## src/rtl/core/cdorb_pkg.sv

```systemverilog
// Types and constants of the caption display-order reorder buffer.
`default_nettype none
package cdorb_pkg;
    localparam int HOLD_DEPTH_DEF     = 32;
    localparam int BACKJUMP_LIMIT_DEF = 30;
    localparam int SEQ_W              = 11;
    localparam int LEN_W              = 10;
    localparam int MIN_LEN            = 5;
    localparam int S_TDATA_W          = 104;
    localparam int S_TUSER_W          = 5;
    localparam int M_TDATA_W          = 64;
    localparam logic [2:0] PTYPE_I    = 3'd1;

    typedef struct packed {
        logic [31:0] stamp;
        logic [31:0] ftime;
        logic        sv;
        logic [9:0]  order;
        logic [9:0]  len;
        logic [15:0] tag;
    } entry_t;

    typedef struct packed {
        logic   emit;
        logic   finish;
        entry_t ent;
    } emit_req_t;

    typedef struct packed {
        logic drop;
        logic ins;
    } store_cmd_t;

    typedef enum logic [3:0] {
        ST_IDLE, ST_FLUSH, ST_DECIDE, ST_RUN, ST_FULL,
        ST_BACK, ST_SEARCH, ST_INSERT, ST_FINISH
    } state_t;
endpackage
`default_nettype wire

```

## src/rtl/core/cdorb_emit.sv

```systemverilog
// Release path: stamp resolver (shared adder), one-deep pending slot, output register.
`default_nettype none
module cdorb_emit (
    input  logic                                 aclk,
    input  logic                                 aresetn,
    input  cdorb_pkg::emit_req_t                 req,
    output logic                                 rdy,
    output logic                                 m_tvalid,
    input  logic                                 m_tready,
    output logic [cdorb_pkg::M_TDATA_W-1:0]      m_tdata,
    output logic                                 m_tlast
);
    import cdorb_pkg::*;

    logic        m_tvalid_reg;
    logic        pend_vld_reg;
    logic [15:0] pend_tag_reg, out_tag_reg;
    logic [9:0]  pend_len_reg, out_len_reg;
    logic [31:0] pend_stamp_reg, out_stamp_reg;
    logic        out_last_reg;
    logic [31:0] ls_reg, lf_reg;
    logic [31:0] resolved;
    logic        out_free, do_emit, do_finish, load_out;

    assign out_free  = !m_tvalid_reg || m_tready;
    assign rdy       = !pend_vld_reg || out_free;
    assign do_emit   = req.emit && rdy;
    assign do_finish = req.finish && rdy && pend_vld_reg;
    // the held result moves out when a newer one arrives or the item ends
    assign load_out  = (do_emit && pend_vld_reg) || do_finish;
    assign resolved  = req.ent.sv ? req.ent.stamp : ls_reg + lf_reg;

    always_ff @(posedge aclk) begin
        if (!aresetn) begin
            m_tvalid_reg <= 1'b0;
            pend_vld_reg <= 1'b0;
            ls_reg       <= '0;
            lf_reg       <= '0;
        end else begin
            if (load_out) begin
                m_tvalid_reg <= 1'b1;
            end else if (m_tready) begin
                m_tvalid_reg <= 1'b0;
            end
            if (do_emit) begin
                pend_vld_reg <= 1'b1;
                ls_reg       <= resolved;
                lf_reg       <= req.ent.ftime;
            end else if (do_finish) begin
                pend_vld_reg <= 1'b0;
            end
        end
    end

    always_ff @(posedge aclk) begin
        if (load_out) begin
            out_tag_reg   <= pend_tag_reg;
            out_len_reg   <= pend_len_reg;
            out_stamp_reg <= pend_stamp_reg;
            out_last_reg  <= do_finish;
        end
        if (do_emit) begin
            pend_tag_reg   <= req.ent.tag;
            pend_len_reg   <= req.ent.len;
            pend_stamp_reg <= resolved;
        end
    end

    assign m_tvalid = m_tvalid_reg;
    assign m_tlast  = out_last_reg;
    assign m_tdata  = {6'b0, out_stamp_reg, out_len_reg, out_tag_reg};
endmodule
`default_nettype wire

```

## config.mk

```make
export PLATFORM = sky130hd
export DESIGN_NAME = cdorb_emit
export DESIGN_NICKNAME = d
export VERILOG_FILES = /design/src/rtl/core/cdorb_pkg.sv /design/src/rtl/core/cdorb_emit.sv
export SDC_FILE = /design/constraint.sdc
export NUM_CORES = 1
export LEC_CHECK = 0
export BUFFER_PORTS_ARGS = -buffer_cell sky130_fd_sc_hd__buf_2
export CAP_MARGIN = 20
export CORE_MARGIN = 8
export CORE_UTILIZATION = 25
export DETAILED_ROUTE_END_ITERATION = 8
export GPL_ROUTABILITY_DRIVEN = 0
export PLACE_DENSITY_LB_ADDON = 0.12
export SYNTH_ARGS = -nofsm -noshare
export SYNTH_HDL_FRONTEND = slang
export SYNTH_SLANG_ARGS = --single-unit
```

## constraint.sdc

```tcl
create_clock -name aclk -period 8.4 [get_ports aclk]
set_clock_uncertainty 0.15 [all_clocks]
set_input_delay 0.84 -clock aclk [delete_from_list [all_inputs] [get_ports aclk]]
set_output_delay 0.84 -clock aclk [all_outputs]
set_load 0.05 [all_outputs]
```

==> results of run 1 <==
[critical path: stages, from the launching register on]
cell and delay, ns:
dfxtp_1 0.32, ha_1 0.23, fa_1 0.41, a21o_1 0.23
a311oi_1 0.50, nor3b_2 0.15, o31ai_4 0.45, nor2_1 0.10
o21ai_1 0.23, mux2_1 0.36, or3_1 0.34, a21oi_1 0.12
[area by class of cell]
type                            count  area (um^2)  share of cell area
Antenna cell                        1         2.50            0.000258
Clock buffer                       18          439              0.0453
Clock inverter                     14          168              0.0173
Inverter                           14         55.1             0.00568
Multi-Input combinational cell    481         2860               0.295
Sequential cell                   183         4830               0.499
Tap cell                          402          503              0.0519
Timing Repair Buffer              160          823              0.0850
[metal layers]
metal | vias up | wire, um
met3 | 15 | 1010
met5 | - | 0
li1 | 2847 | -
met2 | 108 | 9630
met1 | 2676 | 10300
met4 | 0 | 230
[synth_stat cells, drive strengths merged, types with 2 or more instances]
master	instances
nand2	140
edfxtp	117
a21oi	71
dfxtp	66
o21ai	48
nor2	39
ha	31
clkbuf	28
nor3	18
xnor2	17
inv	14
a21o	13
buf	9
a31oi	8
xor2	8
nand3	7
o21ba	6
a211oi	5
nand4	5
o211ai	5
and3	4
nand2b	4
o21bai	4
or3	4
mux2	3
nor2b	3
o21a	3
o31ai	3
a21boi	2
a31o	2
a41o	2
and2	2
o211a	2
o41ai	2
or4	2
[layout by cell type (no fill, tap or decap), types with 4 or more instances in the layout]
cell and n:
a31oi_1 8, xnor2_1 17, o211ai_1 4, conb_1 6, clkbuf_16 17, o21ai_1 10
a211oi_1 5, nor3_1 18, edfxtp_1 117, xor2_1 8, nand2b_1 4, a21o_1 13
a21oi_1 70, inv_1 11, o21ai_0 38, ha_1 31, buf_2 156, inv_6 6
dfxtp_1 66, nor2_1 39, nand4_1 5, nand3_1 7, o21bai_1 4, or3_1 4
nand2_1 139
[power groups by stage]
stage	logic, uW	registers [uW]	clock network [uW]
after CTS	288	1050	868
after global routing	311	1050	896
after global placement	285	1070	0
after detailed placement	287	1070	0
final	282	1040	828
after floorplan	149	1110	0
[stage by stage]
stage / instance area (um^2) / instances / hold WS [ns] / power, uW
after floorplan: 7900 / 715 / 0.250 / 1260
after global placement: 9050 / 1239 / 0.251 / 1350
after detailed placement: 9070 / 1240 / 0.255 / 1350
after CTS: 9680 / 1272 / 0.272 / 2200
after global routing: 9680 / 1272 / 0.274 / 2260
final: 9680 / 1273 / 0.270 / 2150
[logic make-up (layout without fill, tap and decap cells)]
family / after synthesis / in the layout / share of synthesized area
AND/OR/NAND/NOR: 232 / 232 / 0.126
other: 1 / 7 / 0.000476
flip-flops: 183 / 183 / 0.613
AO/OA/AOI/OAI: 182 / 182 / 0.147
XOR/XNOR: 25 / 25 / 0.0278
adder cells (fa/ha/maj): 32 / 32 / 0.0517
buffers and inverters: 51 / 206 / 0.0276
multiplexers: 4 / 4 / 0.00556
[how the worst min path moves through the flow]
stage,end,depth (start not counted),slack (ns),from
finish,out_stamp_reg[24],0,0.27,pend_stamp_reg[24]
detailed placement,out_len_reg[4],0,0.25,pend_len_reg[4]
CTS,out_len_reg[0],0,0.27,pend_len_reg[0]
global route,out_len_reg[0],0,0.27,pend_len_reg[0]
global placement,out_len_reg[8],0,0.25,pend_len_reg[8]
floorplan,out_len_reg[0],0,0.25,pend_len_reg[0]
==> impl_metrics.ini, run 1 <==
[synthesis]
syn_inst = 710
postSynth.asyncResetShare = 0
yosysWarnings = 0
synth-main-ff-cell = edfxtp_1
seq_area_frac_synth = 0.613
synth_area_leaders = edfxtp_1 45%, dfxtp_1 17%, nand2_1 6.7%
synth_top_area_cell = edfxtp_1
synth-seq-cells = 183
syn_avg_cell_area_um2 = 11.1
netlist_area_um2 = 7880
synth_edf_count = 117
ys_types = 60
synth_top_area_share = 0.446

[route]
route.detailed.drc = 0
wire_per_inst_um = 16.7
drt-total-wl_mm = 21.2
routed_via_density = 4.44
num_vias = 5646
drtAntennaViolNets = 0
firstDrtPassIters = 4
drtIter0Drc = 296

[sta]
finalCritPeriodShare = 0.435
tns_ns = 0
rsz0062_at_grt = false
setup_viol = 0
period_needed_ns = 3.65
hold_viol = 0
tightest_slew_ns = 0.977
slew_headroom = 0.349
max_freq_ghz = 0.274
layout_setup_ws_ns = 4.75
finalMaxSlewViolations = 0

[critical_path]
crit_fanout = 4
r2r_end = ls_reg[20]
worst-r2r-setup-slack_ns = 4.75
endpoint = ls_reg[20]
crit_type = reg2reg
crit_path_end_kind = flip-flop
crit_path_start = ls_reg[0]
r2r_start = ls_reg[0]
cp.arrival_ns = 3.88
crit_required_ns = 8.63
cp-start-kind = flip-flop
r2r_cells = 11

[clock_tree]
clkLatencyLatePin_ns = 0.44
cts_hold_buf = 0
cts_tree = built
ctsResizeCount = 0
clk_pin_slew_ns = 0.08
post-cts-setup-buffers = 0
cts-htree-levels = 4
cts_buffers = 17
cts-root-buf = clkbuf_16
numClockSinks = 183
clock_path_buffers = 2

[pwr]
clkPwrFrac = 0.384
comb_power_share = 0.131
power.leakage_uw = 0.00392
p_int_uw = 1530
pwr-share-seq = 0.485
swShare = 0.291
p_sw_uw = 628
vdd_ir_drop_max_v = 0.000119
power-per-cell-area_nw_per_um2 = 222

[die]
dieArea_um2 = 37500
fp.dieH_um = 194
io_pins = 173
initial_core_util = 0.252
placementRows = 65
die_w_um = 194
core-area_um2 = 31300

[global_route]
grtUsageMet2 = 0.180
grtUsageMet1 = 0.149
antenna_found_initial = 0
grt_pass1_wl_mm = 33.5
gr-total-overflow = 0
grt_max_degree = 69
grt.total_usage = 0.114
grt-busiest-layer = met2
gr-usage-met3 = 0.0331
grt_pass1_vias = 5974

[final_layout]
synthToLayoutAreaGrowth_pct = 22.9
nFillCells = 3277
layout.nets = 995
utilization = 0.309
drive_gt1_frac = 0.247

[placement]
dpl_worst_slack_ns = 4.73
io_buffers = 156
dp_hpwl_mm = 14.5

[worst_hold_path]
worstHoldPathType = reg2reg

[flow_run]
cap_violations = 0

[status]
status = complete, no violations
Power figures use the tool's default switching activity.
==> run 2: changes to the inputs <==
Clock period 8.4 ns to 3.18 ns, I/O delays scaled along.
==> run 2 against run 1 <==
Against the previous run:
- the run now ends with negative setup slack left
- power grew to 2.7 times the previous value
- non-clock buffer count is 81 higher
- critical path depth is 1 higher
- fmax is 14% higher
- combinational power grew to 3.0 times the previous value
- global-route usage is 0.33 points higher
- critical endpoint unchanged
==> impl_metrics.ini, run 2 (synthesis gave the netlist of run 1 again) <==
[global_route]
antenna_found_initial = 1
grt_pass1_wl_mm = 34.8
grt_pass1_vias = 6247
grt.total_usage = 0.117
grt_max_degree = 59
gr-total-overflow = 0

[die]
placementRows = 65
core-area_um2 = 31300
die_w_um = 194
dieArea_um2 = 37500
fp.dieH_um = 194
initial_core_util = 0.252
io_pins = 173

[sta]
hold_viol = 0
layout_setup_ws_ns = -0.0321
max_freq_ghz = 0.311
tns_ns = -0.0321
rsz0062_at_grt = true
finalCritPeriodShare = 1.01
setup_viol = 1
tightest_slew_ns = 0.718
finalMaxSlewViolations = 0
period_needed_ns = 3.21
slew_headroom = 0.521

[worst_hold_path]
min_path_cells = 3
worstHoldPathType = in2reg
min_from = req[41]
min_to = lf_reg[4]

[final_layout]
layoutNonFillerInstCount = 1353
drive_gt1_frac = 0.268
layout.nets = 1076
layout_common_cells = 156 x buf_2, 139 x nand2_1, 117 x edfxtp_1, 67 x a21oi_1, 64 x dfxtp_1
synthToLayoutAreaGrowth_pct = 33.8
diodes = 0
mostFrequentLayoutCell = buf_2

[pwr]
power.leakage_uw = 0.00431
swShare = 0.273
power-per-cell-area_nw_per_um2 = 547
vdd_ir_drop_max_v = 0.000326
clkPwrFrac = 0.375
p_int_uw = 4200
comb_power_share = 0.146
pwr-share-seq = 0.478
finalPower_uw = 5770
p_sw_uw = 1570

[route]
routed_via_density = 4.33
wire_per_inst_um = 16.1
dr_wl_met3_um = 909
drtAntennaViolNets = 0
route.detailed.drc = 0
drt-total-wl_mm = 21.8
wl_met2_mm = 10.0
drtIter0Drc = 263
firstDrtPassIters = 4
top_layer = met4
num_vias = 5860
wl_met1_mm = 10.7

[critical_path]
cp-start-kind = flip-flop
cp.arrival_ns = 3.42
crit_path_end_kind = flip-flop
r2r_end = ls_reg[20]
crit_fanout = 2
r2r_start = lf_reg[0]
worst-r2r-setup-slack_ns = -0.03
crit_required_ns = 3.39
crit_type = reg2reg
r2r_cells = 12

[clock_tree]
cts-root-buf = clkbuf_16
clock_path_buffers = 2
cts_buffers = 17
clk_pin_slew_ns = 0.07
cts_tree = built
numClockSinks = 183
cts-htree-levels = 4
clkLatencyLatePin_ns = 0.44

[placement]
placed_cells = 1259
io_buffers = 156
dpl_worst_slack_ns = -0.184
dp_hpwl_mm = 15.4

[flow_run]
cap_violations = 0

[status]
status = complete, but fails checks
violations = negative setup slack
==> run 2: cell types whose count changed in the layout (fill, tap and decap cells not counted), moves of 3 or more <==
cell           before  now
a21oi_1            70   67
a21oi_2             1    4
buf_4               3   24
clkinv_4            0    4
clkinv_8            3    0
dlygate4sd3_1       0   56
inv_6               6    2
==> run 2: worst max-delay path, cell delays in order, from the launching register on <==
cell      delay [ns]
dfxtp_2         0.34
ha_4            0.16
fa_2            0.36
a21o_1          0.23
a311oi_4        0.35
nor3b_4         0.10
o31ai_4         0.30
buf_4           0.15
nor2_2          0.04
o21ai_2         0.19
mux2_4          0.32
or3_1           0.31
a21oi_1         0.13
==> run 2: worst max-delay path by stage <==
stage          startpoint            endpoint  slack, ns  cells after the start
3_5_place_dp    ls_reg[0]          ls_reg[20]      -0.18                     12
3_3_place_gp    ls_reg[0]          ls_reg[20]      -0.21                     12
6_report        lf_reg[0]          ls_reg[20]      -0.03                     12
4_1_cts         ls_reg[0]  pend_stamp_reg[28]      0.002                     13
5_1_grt         ls_reg[0]          ls_reg[20]      -0.14                     12
2_1_floorplan   ls_reg[0]          ls_reg[20]       0.04                     11
==> run 2: power groups by stage <==
| stage | Clock (uW) | Sequential, uW | Combinational [uW] |
|---|---|---|---|
| CTS | 2250 | 2760 | 845 |
| detailed placement | 0 | 2820 | 786 |
| finish | 2170 | 2760 | 845 |
| floorplan | 0 | 2940 | 393 |
| global route | 2360 | 2780 | 931 |
| global placement | 0 | 2810 | 788 |
==> run 2: metrics by stage <==
step | hold WS [ns] | cell area [um^2] | util
after global placement | 0.251 | 9240 | 0.295
final | 0.0209 | 10600 | 0.337
after detailed placement | 0.255 | 9240 | 0.295
after floorplan | 0.250 | 7900 | -
after CTS | 0.00676 | 10400 | 0.333
after global routing | 0.0134 | 10600 | 0.337
==> run 2: layout make-up <==
| type | instances | area [um^2] |
|---|---|---|
| clock buffers | 18 | 439 |
| clock inverters | 14 | 149 |
| fillers | 3206 | 20800 |
| inverters | 14 | 55.1 |
| multi-input cells | 481 | 2960 |
| flip-flops and latches | 183 | 4840 |
| well taps | 402 | 503 |
| repair buffers | 241 | 1600 |
==> run 2: timing repair <==
item,4_1_cts,5_1_grt
hold buffers,56,0
setup buffers,3,5
endpoints found under the setup margin,11,14
resized for setup,6,19
hold endpoints to repair,56,0
pin swaps,9,20
cloned,0,0
==> run 2: per-layer routing <==
metal / global-route usage / vias to the layer above
li1: - / 2991
met1: 0.152 / 2745
met5: 0 / -
met4: 0.0339 / 0
met3: 0.0293 / 16
met2: 0.191 / 108
