===== config.mk =====
export PLATFORM = sky130hd
export DESIGN_NAME = cdorb_ctrl
export DESIGN_NICKNAME = d
export VERILOG_FILES = /design/src/rtl/core/cdorb_pkg.sv /design/src/rtl/core/cdorb_ctrl.sv
export SDC_FILE = /design/constraint.sdc
export NUM_CORES = 1
export LEC_CHECK = 0
export BUFFER_PORTS_ARGS = -buffer_cell sky130_fd_sc_hd__buf_2
export CAP_MARGIN = 10
export CORE_AREA = 2 2 204 206
export DETAILED_ROUTE_END_ITERATION = 8
export DIE_AREA = 0 0 206 208
export HOLD_SLACK_MARGIN = 0.1
export PLACE_DENSITY_LB_ADDON = 0.2
export REMOVE_ABC_BUFFERS = 1
export SYNTH_ARGS = -nofsm -noshare
export SYNTH_HDL_FRONTEND = slang
export SYNTH_SLANG_ARGS = --single-unit

===== constraint.sdc =====
create_clock -name aclk -period 4.9 [get_ports aclk]
set_input_delay 0.49 -clock aclk [delete_from_list [all_inputs] [get_ports aclk]]
set_output_delay 0.49 -clock aclk [all_outputs]
set_load 0.005 [all_outputs]

===== src/rtl/core/cdorb_pkg.sv =====
// Types and constants of the caption display-order reorder buffer.
`default_nettype none
package cdorb_pkg;
    localparam int HOLD_DEPTH_DEF     = 32;
    localparam int BACKJUMP_LIMIT_DEF = 30;
    localparam int SEQ_W              = 11;
    localparam int LEN_W              = 10;
    localparam int MIN_LEN            = 5;
    localparam int S_TDATA_W          = 104;
    localparam int S_TUSER_W          = 5;
    localparam int M_TDATA_W          = 64;
    localparam logic [2:0] PTYPE_I    = 3'd1;

    typedef struct packed {
        logic [31:0] stamp;
        logic [31:0] ftime;
        logic        sv;
        logic [9:0]  order;
        logic [9:0]  len;
        logic [15:0] tag;
    } entry_t;

    typedef struct packed {
        logic   emit;
        logic   finish;
        entry_t ent;
    } emit_req_t;

    typedef struct packed {
        logic drop;
        logic ins;
    } store_cmd_t;

    typedef enum logic [3:0] {
        ST_IDLE, ST_FLUSH, ST_DECIDE, ST_RUN, ST_FULL,
        ST_BACK, ST_SEARCH, ST_INSERT, ST_FINISH
    } state_t;
endpackage
`default_nettype wire


===== src/rtl/core/cdorb_ctrl.sv =====
// Sequencer: decides per packet; walks list an entry per unstalled cycle.
`default_nettype none
module cdorb_ctrl #(
    parameter int HOLD_DEPTH     = cdorb_pkg::HOLD_DEPTH_DEF,
    parameter int BACKJUMP_LIMIT = cdorb_pkg::BACKJUMP_LIMIT_DEF
) (
    input  logic                          aclk,
    input  logic                          aresetn,
    input  logic                          in_valid,
    output logic                          in_ready,
    input  cdorb_pkg::entry_t             in_ent,
    input  logic                          in_wf,
    input  logic [2:0]                    in_ptype,
    input  cdorb_pkg::entry_t             head_ent,
    input  cdorb_pkg::entry_t             rd_ent,
    output logic [$clog2(HOLD_DEPTH)-1:0] idx,
    output cdorb_pkg::entry_t             wr_ent,
    output cdorb_pkg::store_cmd_t         cmd,
    output cdorb_pkg::emit_req_t          req,
    input  logic                          emit_rdy
);
    import cdorb_pkg::*;

    localparam int IDX_W = $clog2(HOLD_DEPTH);
    localparam int CNT_W = $clog2(HOLD_DEPTH + 1);

    state_t             state_reg, state_next;
    logic [CNT_W-1:0]   cnt_reg, cnt_next, ptr_reg, ptr_next;
    logic [SEQ_W-1:0]   nro_reg, nro_next, seq_inc, jump_sum;
    logic               fback_reg, fback_next;
    entry_t             item_reg;
    logic               accept, good, in_go, head_go, back_jump, scan_end, ins_here, full;

    assign in_ready  = (state_reg == ST_IDLE);
    assign accept    = in_valid && in_ready;
    assign good      = in_wf && (in_ent.len >= LEN_W'(MIN_LEN));
    assign seq_inc   = nro_reg + SEQ_W'(1);
    assign in_go     = (seq_inc == {1'b0, item_reg.order});
    assign head_go   = (cnt_reg != '0) && (seq_inc == {1'b0, head_ent.order});
    assign jump_sum  = {1'b0, item_reg.order} + SEQ_W'(BACKJUMP_LIMIT);
    assign back_jump = (cnt_reg != '0) && (jump_sum < {1'b0, head_ent.order});
    assign scan_end  = (ptr_reg == cnt_reg);
    assign full      = (cnt_reg == CNT_W'(HOLD_DEPTH));
    // sorted by raw stamp, ties by order number
    assign ins_here  = scan_end || (rd_ent.stamp > item_reg.stamp) ||
                       ((rd_ent.stamp == item_reg.stamp) && (rd_ent.order > item_reg.order));
    assign idx       = ptr_reg[IDX_W-1:0];
    assign wr_ent    = item_reg;

    always_comb begin
        state_next = state_reg;
        case (state_reg)
            ST_IDLE: begin
                if (accept) begin
                    if (!good) state_next = ST_FINISH;
                    else if (in_ptype == PTYPE_I) state_next = ST_FLUSH;
                    else state_next = ST_DECIDE;
                end
            end
            ST_FLUSH:  if (scan_end) state_next = fback_reg ? ST_SEARCH : ST_DECIDE;
            ST_DECIDE: begin
                if (!in_go) state_next = ST_FULL;
                else if (emit_rdy) state_next = ST_RUN;
            end
            ST_RUN:    if (!head_go) state_next = ST_FINISH;
            ST_FULL:   if (!full || emit_rdy) state_next = ST_BACK;
            ST_BACK:   state_next = back_jump ? ST_FLUSH : ST_SEARCH;
            ST_SEARCH: if (ins_here) state_next = ST_INSERT;
            ST_INSERT: state_next = ST_FINISH;
            ST_FINISH: if (emit_rdy) state_next = ST_IDLE;
            default:   state_next = ST_IDLE;
        endcase
    end

    always_comb begin
        cnt_next   = cnt_reg;
        ptr_next   = ptr_reg;
        nro_next   = nro_reg;
        fback_next = fback_reg;
        cmd        = '0;
        req        = '0;
        case (state_reg)
            ST_IDLE: begin
                if (accept) begin
                    fback_next = 1'b0;
                    ptr_next   = '0;
                end
            end
            ST_FLUSH: begin
                if (scan_end) begin
                    cnt_next = '0;
                    nro_next = '1;
                    ptr_next = '0;
                end else begin
                    req.emit = 1'b1;
                    req.ent  = rd_ent;
                    if (emit_rdy) ptr_next = ptr_reg + CNT_W'(1);
                end
            end
            ST_DECIDE: begin
                if (in_go) begin
                    req.emit = 1'b1;
                    req.ent  = item_reg;
                    if (emit_rdy) nro_next = seq_inc;
                end
            end
            ST_RUN: begin
                if (head_go) begin
                    req.emit = 1'b1;
                    req.ent  = head_ent;
                    if (emit_rdy) begin
                        cmd.drop = 1'b1;
                        cnt_next = cnt_reg - CNT_W'(1);
                        nro_next = seq_inc;
                    end
                end
            end
            ST_FULL: begin
                if (full) begin
                    req.emit = 1'b1;
                    req.ent  = head_ent;
                    if (emit_rdy) begin
                        cmd.drop = 1'b1;
                        cnt_next = cnt_reg - CNT_W'(1);
                    end
                end
            end
            ST_BACK: begin
                ptr_next = '0;
                if (back_jump) fback_next = 1'b1;
            end
            ST_SEARCH: if (!ins_here) ptr_next = ptr_reg + CNT_W'(1);
            ST_INSERT: begin
                cmd.ins  = 1'b1;
                cnt_next = cnt_reg + CNT_W'(1);
            end
            ST_FINISH: req.finish = 1'b1;
            default: ;
        endcase
    end

    always_ff @(posedge aclk) begin
        if (!aresetn) begin
            state_reg <= ST_IDLE;
            cnt_reg   <= '0;
            ptr_reg   <= '0;
            nro_reg   <= '1;
            fback_reg <= 1'b0;
        end else begin
            state_reg <= state_next;
            cnt_reg   <= cnt_next;
            ptr_reg   <= ptr_next;
            nro_reg   <= nro_next;
            fback_reg <= fback_next;
        end
    end

    always_ff @(posedge aclk) begin
        if (accept) item_reg <= in_ent;
    end
endmodule
`default_nettype wire


==> results.cfg, run 1 <==
[clock_tree]
cts_made_buffers = 17
holdBufCountCts = 0
clk_latency_ns = 0.45
htreeDepth = 4
cts_resized = 0
clockRootBuffer = clkbuf_16
cts_setup_buffers = 0
clk_path_buf_depth = 2
cts_tree = done
path_clk_slew_ns = 0.07
cts_sinks = 129

[layout]
largest_reg_flops = 101
synthToLayoutAreaGrowth_pct = 40.8
fin_nets = 1779
fin_cells = 1956
drive_gt1_share_pct = 41.1
final_area_um2 = 12600

[routing]
wire_per_inst_um = 21.6
dr.pass1.iters = 5
drt_iter0_markers = 474
ant_nets = 0
via_count = 9272
viasPerCell = 4.74
finalWirelength_um = 42300
route.detailed.drc = 0

[critical_path]
end_kind = output pin
worstSetupStartpoint = nro_reg[0]
regToRegEndpoint = ptr_reg[3]
reg2reg_from = wr_ent[99]
cp_data_arrival_time_ns = 3.88
ff2ff_path_depth = 10
endpoint = req[92]
path_max_fanout = 39
crit_type = flop to output pin
crit_path_start_kind = flop
required_ns = 4.41
reg2reg_slack_ns = 1.59

[sta]
rsz0062_at_grt = false
setup_viol = 0
hold_viol = 0
tightest_slew_ns = 1.05
fmax_ghz = 0.229
fin_crit_sh_pct = 89.2
fin_crit_ns = 4.37
clock_skew_ns = 0.0114
slew_headroom_pct = 30.2
slew_viol_final = 0

[logic_synthesis]
synth.most_common_cell = a21o_1
async_flop_share_pct = 0
synth.area.top_cells = edfxtp_1, a21o_1, ha_1, dfxtp_1, a22o_1
syn_area_um2 = 8930
yosysSeqAreaShare_pct = 40.3
ys.flop_type = edfxtp_1
postSynthAreaPerCell_um2 = 9.70
synth_area_leader_cell = edfxtp_1
postSynthCellCount = 920
synth_top_area_share_pct = 34.0
yosysUniqueCellTypes = 69
synth_seq_cells = 129
synth_enable_flop_cells = 101
yosysWarnings = 0
yosys-top-cells-count = a21o_1, edfxtp_1, nand2_1, inv_1, o21ai_0

[hold_path]
hold_path_class = input pin to flop

[placed_design]
numPortBuffers = 522
dp_hpwl_um = 34100
placed_area_um2 = 12000
placed_cells = 1919
routabilityCongestion = 0.886

[global_routing]
grt_pass1_wl_um = 59900
track_usage_pct = 19.2
grt_max_degree = 80
grt_overflow = 0
grt_pass1_vias = 9128
antenna_found_initial = 10

[die]
fp-row-count = 74
coreArea_um2 = 40600
fp.dieH_um = 208
num_io_pins = 523
die_area_um2 = 42800
die_x_um = 206
initial_utilization_pct = 22.0

[outcome]
status = finished, final reports clean

[pwr]
power_density_nw_per_um2 = 402
leakage_nw = 6.79
ir_drop_v = 0.000202

[job]
drv_cap = 0
## cells in the final DEF, fill, tap and decap left out, drive strengths merged, types with 7 or more instances in the layout
| cell type | count |
|---|---|
| a211oi | 8 |
| a21o | 113 |
| a21oi | 42 |
| a22o | 61 |
| and3 | 7 |
| buf | 535 |
| clkbuf | 17 |
| dfxtp | 28 |
| edfxtp | 101 |
| ha | 58 |
| inv | 71 |
| nand2 | 76 |
| nand3 | 22 |
| nand4 | 23 |
| nor2 | 25 |
| nor3 | 17 |
| nor4 | 10 |
| o211ai | 7 |
| o21ai | 67 |
| or3 | 8 |
| xnor2 | 26 |
| xor2 | 14 |
## report_power, final
group | total (W) | switching, W | internal [W] | leakage (nW)
logic | 0.00197 | 0.00119 | 0.000782 | 5.35
registers | 0.00183 | 0.000282 | 0.00155 | 1.17
clock network | 0.00125 | 0.000552 | 0.000700 | 0.264
total | 0.00506 | 0.00203 | 0.00303 | 6.79
## layout make-up
type	count	area [um2]
Antenna cell	3	7.51
Tap cell	532	666
Timing Repair Buffer	535	2760
Clock inverter	14	130
Fill cell	4407	28000
Inverter	67	254
Clock buffer	17	425
Sequential cell	129	3590
Multi-Input combinational cell	659	4730
## how the worst min path moves through the flow
stage,start,to,slack (ns),cells past startpoint
CTS,in_ent[62],wr_ent[62],0.18,1
finish,in_ent[69],wr_ent[69],0.21,1
global placement,ptr_reg[5],ptr_reg[5],0.49,1
detailed placement,fback_reg,fback_reg,0.49,2
global route,in_ent[62],wr_ent[62],0.18,1
floorplan,fback_reg,fback_reg,0.45,2
## metrics by stage
step | TNS (ns) | hold slack (ns) | util [%] | setup WS [ns] | power (W)
finish | 0 | 0.212 | 31.0 | 0.529 | 0.00506
global route | 0 | 0.182 | 31.0 | 0.290 | 0.00538
CTS | 0 | 0.176 | 30.9 | 0.0576 | 0.00514
detailed placement | 0 | 0.495 | 29.5 | 0.580 | 0.00385
global placement | 0 | 0.487 | 29.5 | 0.695 | 0.00384
floorplan | -107.87 | 0.455 | - | -1.06 | 0.00283
## critical path, stage by stage, from the launching register on
cell     delay [ns]
dfxtp_1        0.51
ha_1           0.39
and3_1         0.40
and3_1         0.30
xnor2_1        0.12
nor3_1         0.18
and4_4         0.27
a31oi_1        0.16
nor2_4         0.28
buf_4          0.43
a21o_1         0.18
buf_2          0.15
## kinds of logic (layout without fill, tap and decap cells)
kind of cell	after synthesis	after routing	synth area share (%)
AOI/OAI and AO/OA	330	330	26.2
and+or+nand+nor	222	222	13.1
buffers and inverters	132	633	6.83
DFF	129	129	40.3
adders and majority gates	59	59	8.35
xor gates and xnor gates	42	42	4.64
muxes	6	6	0.673
other	0	3	0
## per-layer routing
metal | vias up | wire length, um | GRT usage (%)
li1 | 4420 | - | -
met1 | 4432 | 16700 | 22.7
met5 | - | 80 | 0
met3 | 69 | 2790 | 5.37
met4 | 12 | 1100 | 6.21
met2 | 339 | 21500 | 33.3
No activity file was read; power rests on OpenSTA's default activity.
==> run 2: changes to the inputs <==
- ABC_AREA: default -> 1
- CORE_AREA: 2 2 204 206 -> 2 2 201 203
- DIE_AREA: 0 0 206 208 -> 0 0 203 205
==> run 2 against run 1 <==
Fmax grew 6.1%; worst hold slack better by 0.011 ns; clock power up 8%; global-route usage rose by 3.0 points; critical path depth is 4 higher; final cell count increased by 16%; critical endpoint is now req[79]; largest power group unchanged.
==> results.cfg, run 2 <==
[outcome]
status = finished, final reports clean

[sta]
fin_crit_ns = 4.12
fmax_ghz = 0.243
rsz0062_at_grt = false
clock_skew_ns = 0.00744
tightest_slew_ns = 0.733
hold_viol = 0
slew_headroom_pct = 50.7
holdWs_ns = 0.223
setup_viol = 0
final.setup.tns_ns = 0
slew_viol_final = 0
fin_crit_sh_pct = 84.1

[global_routing]
met1_usage_pct = 26.6
grt_pass1_wl_um = 67600
grt_overflow = 0
track_usage_pct = 22.2
grt_pass1_vias = 10724
grtUsageMet3_pct = 5.15
antenna_found_initial = 9
grt_max_degree = 102
met2_usage_pct = 38.4
top_usage_layer = met2

[clock_tree]
clockRootBuffer = clkbuf_16
cts_made_buffers = 17
clk_latency_ns = 0.44
clk_path_buf_depth = 2
cts_tree = done
cts_sinks = 129
htreeDepth = 4
cts_setup_buffers = 0
cts_resized = 0
holdBufCountCts = 0
path_clk_slew_ns = 0.07

[pwr]
total_power_w = 0.00669
pwr-share-clk_pct = 20.1
leakage_nw = 6.59
ir_drop_v = 0.000291
p_comb_share_pct = 51.1
intPower_w = 0.00356
switching_share_pct = 46.8
power_density_nw_per_um2 = 519
power_switching_w = 0.00313
seq_power_share_pct = 28.7

[job]
drv_cap = 0

[layout]
fin_nets = 2102
synthToLayoutAreaGrowth_pct = 40.6
mostFrequentLayoutCell = buf_2
largest_reg_flops = 101
layout_common_cells = buf_2, nand2_1, nand3_1
fin_cells = 2275
drive_gt1_share_pct = 34.1
final_area_um2 = 12900

[critical_path]
cp_common_cell = nor2_1
path_max_fanout = 47
required_ns = 4.41
crit_path_start_kind = flop
crit_type = flop to output pin
crit_slowest_cell = dfxtp_1
cp_data_arrival_time_ns = 3.63
critPathMaxStageDelay_ns = 0.47
critical_path_buf_inv_count = 3
end_kind = output pin
critical_path.cell_chain = ha_1 > nand2_2 > nor2_4 > inv_1 > nand2_1 > nor2_1 > nor2_1 > nand3_1 > nor2_1 > nand4_2 > nand2_4 > buf_12 > nand2_1 > o211ai_1 > buf_2
crit_family = simple AND/OR/NAND/NOR gates

[logic_synthesis]
synth_area_leader_cell = edfxtp_1
synth.area.top_cells = edfxtp_1, nand2_1, nand3_1, ha_1, dfxtp_1
synth_enable_flop_cells = 101
yosys-top-cells-count = nand2_1, nand3_1, inv_1, edfxtp_1, nor2_1
synth_top_area_share_pct = 33.1
ys.flop_type = edfxtp_1
yosysUniqueCellTypes = 41
syn_area_um2 = 9160
yosysWarnings = 0
postSynthCellCount = 1230
synth_seq_cells = 129
async_flop_share_pct = 0
postSynthAreaPerCell_um2 = 7.45
yosysSeqAreaShare_pct = 39.2
synth.most_common_cell = nand2_1

[routing]
ant_nets = 0
dr.pass1.iters = 6
wire_per_inst_um = 20.4
drt_iter0_markers = 724
via_count = 10651
viasPerCell = 4.68
finalWirelength_um = 46500
route.detailed.drc = 0

[hold_path]
hold_path_class = input pin to flop

[placed_design]
routabilityCongestion = 0.973
dp_hpwl_um = 38300
placed_cells = 2238
numPortBuffers = 522
placed_area_um2 = 12300

[die]
die_area_um2 = 41600
num_io_pins = 523
initial_utilization_pct = 23.3
coreArea_um2 = 39400
fp-row-count = 73
die_x_um = 203
fp.dieH_um = 205
[run 2: cell families after synthesis]
group                    Yosys count  synth area share (%)
AO/OA/AOI/OAI                    115                  7.82
XOR/XNOR                          17                  1.71
adder cells (fa/ha/maj)           59                  8.14
buffers and inverters            180                  8.64
flip-flops                       129                  39.2
AND/OR/NAND/NOR                  730                  34.5
[run 2: through the flow]
step	setup slack, ns	util [%]
after floorplan	-1.42	-
after global placement	1.26	31.2
after detailed placement	1.27	31.2
after CTS	0.786	32.7
after global routing	0.558	32.7
final	0.778	32.7
[run 2: layout make-up]
class | count | area [um2]
timing repair buffer | 533 | 2750
inverter | 130 | 489
sequential | 129 | 3590
multi-input combinational | 921 | 4790
tap | 525 | 657
clock inverter | 13 | 161
antenna | 5 | 12.5
clock buffer | 19 | 433
fill | 4383 | 26500
[run 2: power by group through the flow]
stage	registers (W)	logic, W	clock network, W
2_1_floorplan	0.00190	0.00215	0
3_3_place_gp	0.00194	0.00344	0
3_5_place_dp	0.00194	0.00343	0
4_1_cts	0.00192	0.00345	0.00139
5_1_grt	0.00196	0.00391	0.00142
6_report	0.00192	0.00342	0.00135
[run 2: path summary, 6_finish.rpt]
check             startpoint          end  slack [ns]  cells after the start
setup / recovery  nro_reg[0]      req[79]        0.78                     15
hold reg to reg    fback_reg    fback_reg        0.47                      2
setup reg to reg  nro_reg[0]  nro_reg[10]        1.69                     16
hold / removal    in_ent[44]   wr_ent[44]        0.22                      1
[run 2: layer usage]
layer / share of wire [%] / vias to the layer above
li1: - / 5124
met1: 41 / 4950
met2: 48 / 505
met3: 7.5 / 66
met4: 3.1 / 6
met5: 0.099 / -
==> run 3: changes to the inputs <==
- clock period: 4.9 -> 4.2 ns (I/O delays scaled with it)
==> run 3 against run 2 <==
Sequential cell count unchanged; largest power group unchanged; non-clock buffer count grew 19; die area unchanged; sequential power up 16%; register-to-register slack got worse by 0.62 ns; critical endpoint is now req[100].
==> results.cfg, run 3 (synthesis results as in run 2) <==
[outcome]
status = finished, final reports clean

[critical_path]
critPathMaxStageDelay_ns = 0.46
reg2reg_slack_ns = 1.07
path_max_fanout = 26
ff2ff_path_depth = 16
end_kind = output pin
reg2reg_from = nro_reg[0]
crit_family = simple AND/OR/NAND/NOR gates
crit_path_start_kind = flop
critical_path.cell_chain = ha_1 > nand2_2 > nor2_4 > inv_1 > nand2_1 > nor2_1 > nor2_1 > nand3_1 > nor2_1 > nand4_2 > nand2_4 > buf_4 > nand2_1 > o211ai_1 > buf_2
crit_type = flop to output pin
regToRegEndpoint = nro_reg[5]
cp.depth = 15
crit_slowest_cell = dfxtp_1
critical_path_buf_inv_count = 3
cp_data_arrival_time_ns = 3.36
required_ns = 3.78
cp_common_cell = nor2_1

[sta]
final.setup.tns_ns = 0
fin_crit_ns = 3.78
slew_viol_final = 0
slew_headroom_pct = 48.9
fmax_ghz = 0.265
rsz0062_at_grt = false
setup_viol = 0
hold_viol = 0
fin_crit_sh_pct = 90.0
setup_slack_ns = 0.422
clock_skew_ns = 0.00950
tightest_slew_ns = 0.766

[layout]
layout_common_cells = buf_2, nand2_1, nand3_1
fin_nets = 2121
fin_cells = 2294
filler_cell_count = 4318
utilization_pct = 33.2
largest_reg_flops = 101
mostFrequentLayoutCell = buf_2
synthToLayoutAreaGrowth_pct = 42.8
drive_gt1_share_pct = 33.8

[routing]
wire_per_inst_um = 20.1
viasPerCell = 4.64
drt_iter0_markers = 722
finalWirelength_um = 46100
ant_nets = 0
via_count = 10640
dr.pass1.iters = 5
route.detailed.drc = 0

[placed_design]
dp_hpwl_um = 37700
placed_cells = 2240
dp_slack_ns = 0.741
numPortBuffers = 522
routabilityCongestion = 0.931

[clock_tree]
htreeDepth = 4
clockRootBuffer = clkbuf_16
cts_sinks = 129
cts_made_buffers = 17
cts_setup_buffers = 0
cts_tree = done
clk_latency_ns = 0.45
clk_path_buf_depth = 2
path_clk_slew_ns = 0.06

[hold_path]
holdCritStartpoint = in_ent[77]
worstHoldPathCells = 1
holdPathEnd = wr_ent[77]
hold_path_class = input pin to flop

[pwr]
switching_share_pct = 46.8
seq_power_share_pct = 28.2
pwr-share-clk_pct = 19.8
intPower_w = 0.00418
power_density_nw_per_um2 = 601
p_comb_share_pct = 52.0
ir_drop_v = 0.000367
leakage_nw = 6.67
power_switching_w = 0.00368

[global_routing]
grt_pass1_wl_um = 66400
track_usage_pct = 21.8
grt_overflow = 0
grt_max_degree = 102
grt_pass1_vias = 10489
antenna_found_initial = 6

[die]
coreArea_um2 = 39400
die_x_um = 203
fp.dieH_um = 205
num_io_pins = 523
fp-row-count = 73
die_area_um2 = 41600
initial_utilization_pct = 23.3

[job]
drv_cap = 0
-- run 3: cell count changes in the layout (fill, tap and decap cells not counted), sizes merged --
cell | before | now
buf | 533 | 535
inv | 130 | 132
dlygate4sd3 | 0 | 17
diode | 5 | 6
clkinv | 8 | 6
clkbuf | 19 | 18
-- run 3: per-stage QoR --
| step | total power (W) | hold WS, ns | cell area [um2] |
|---|---|---|---|
| CTS | 0.00794 | 0.100 | 13100 |
| floorplan | 0.00472 | 0.439 | 8860 |
| finish | 0.00786 | 0.139 | 13100 |
| global route | 0.00849 | 0.107 | 13100 |
| global placement | 0.00631 | 0.455 | 12300 |
| detailed placement | 0.00633 | 0.465 | 12300 |
-- run 3: per-layer routing --
layer  GRT usage (%)  part of all wire, %  vias up
met5               0                0.028        -
li1                -                    -     5168
met4            8.89                  3.6        2
met1            25.4                   41     4958
met2            37.6                   48      451
met3            6.20                  7.4       61
-- run 3: cell type report --
class	count	area (um2)	area share, %
sequential	129	3590	27.5
clock buffer	18	429	3.28
clock inverter	13	160	1.22
timing repair buffer	552	2940	22.5
inverter	130	489	3.74
multi-input combinational	921	4790	36.7
tap	525	657	5.02
antenna	6	15.0	0.115
-- run 3: worst max-delay path by stage --
stage | start | endpoint | slack, ns
after floorplan | state_reg[3] | ptr_reg[3] | -2.12
after global placement | nro_reg[0] | req[7] | 0.81
after detailed placement | nro_reg[0] | req[7] | 0.74
after CTS | nro_reg[0] | req[7] | 0.22
after global routing | nro_reg[0] | req[89] | 0.08
final | nro_reg[0] | req[100] | 0.42
-- run 3: power by group through the flow --
stage	combinational [W]	clock [W]	sequential, W
after global routing	0.00458	0.00165	0.00226
after detailed placement	0.00409	0	0.00224
after CTS	0.00412	0.00160	0.00222
after global placement	0.00407	0	0.00223
final	0.00409	0.00155	0.00222
after floorplan	0.00251	0	0.00221
-- run 3: repair_timing --
item | in CTS | in global routing
endpoints found under the hold margin | 17 | 0
hold buffers | 17 | 0
resized for setup | 0 | 1
setup endpoints to repair | 0 | 1
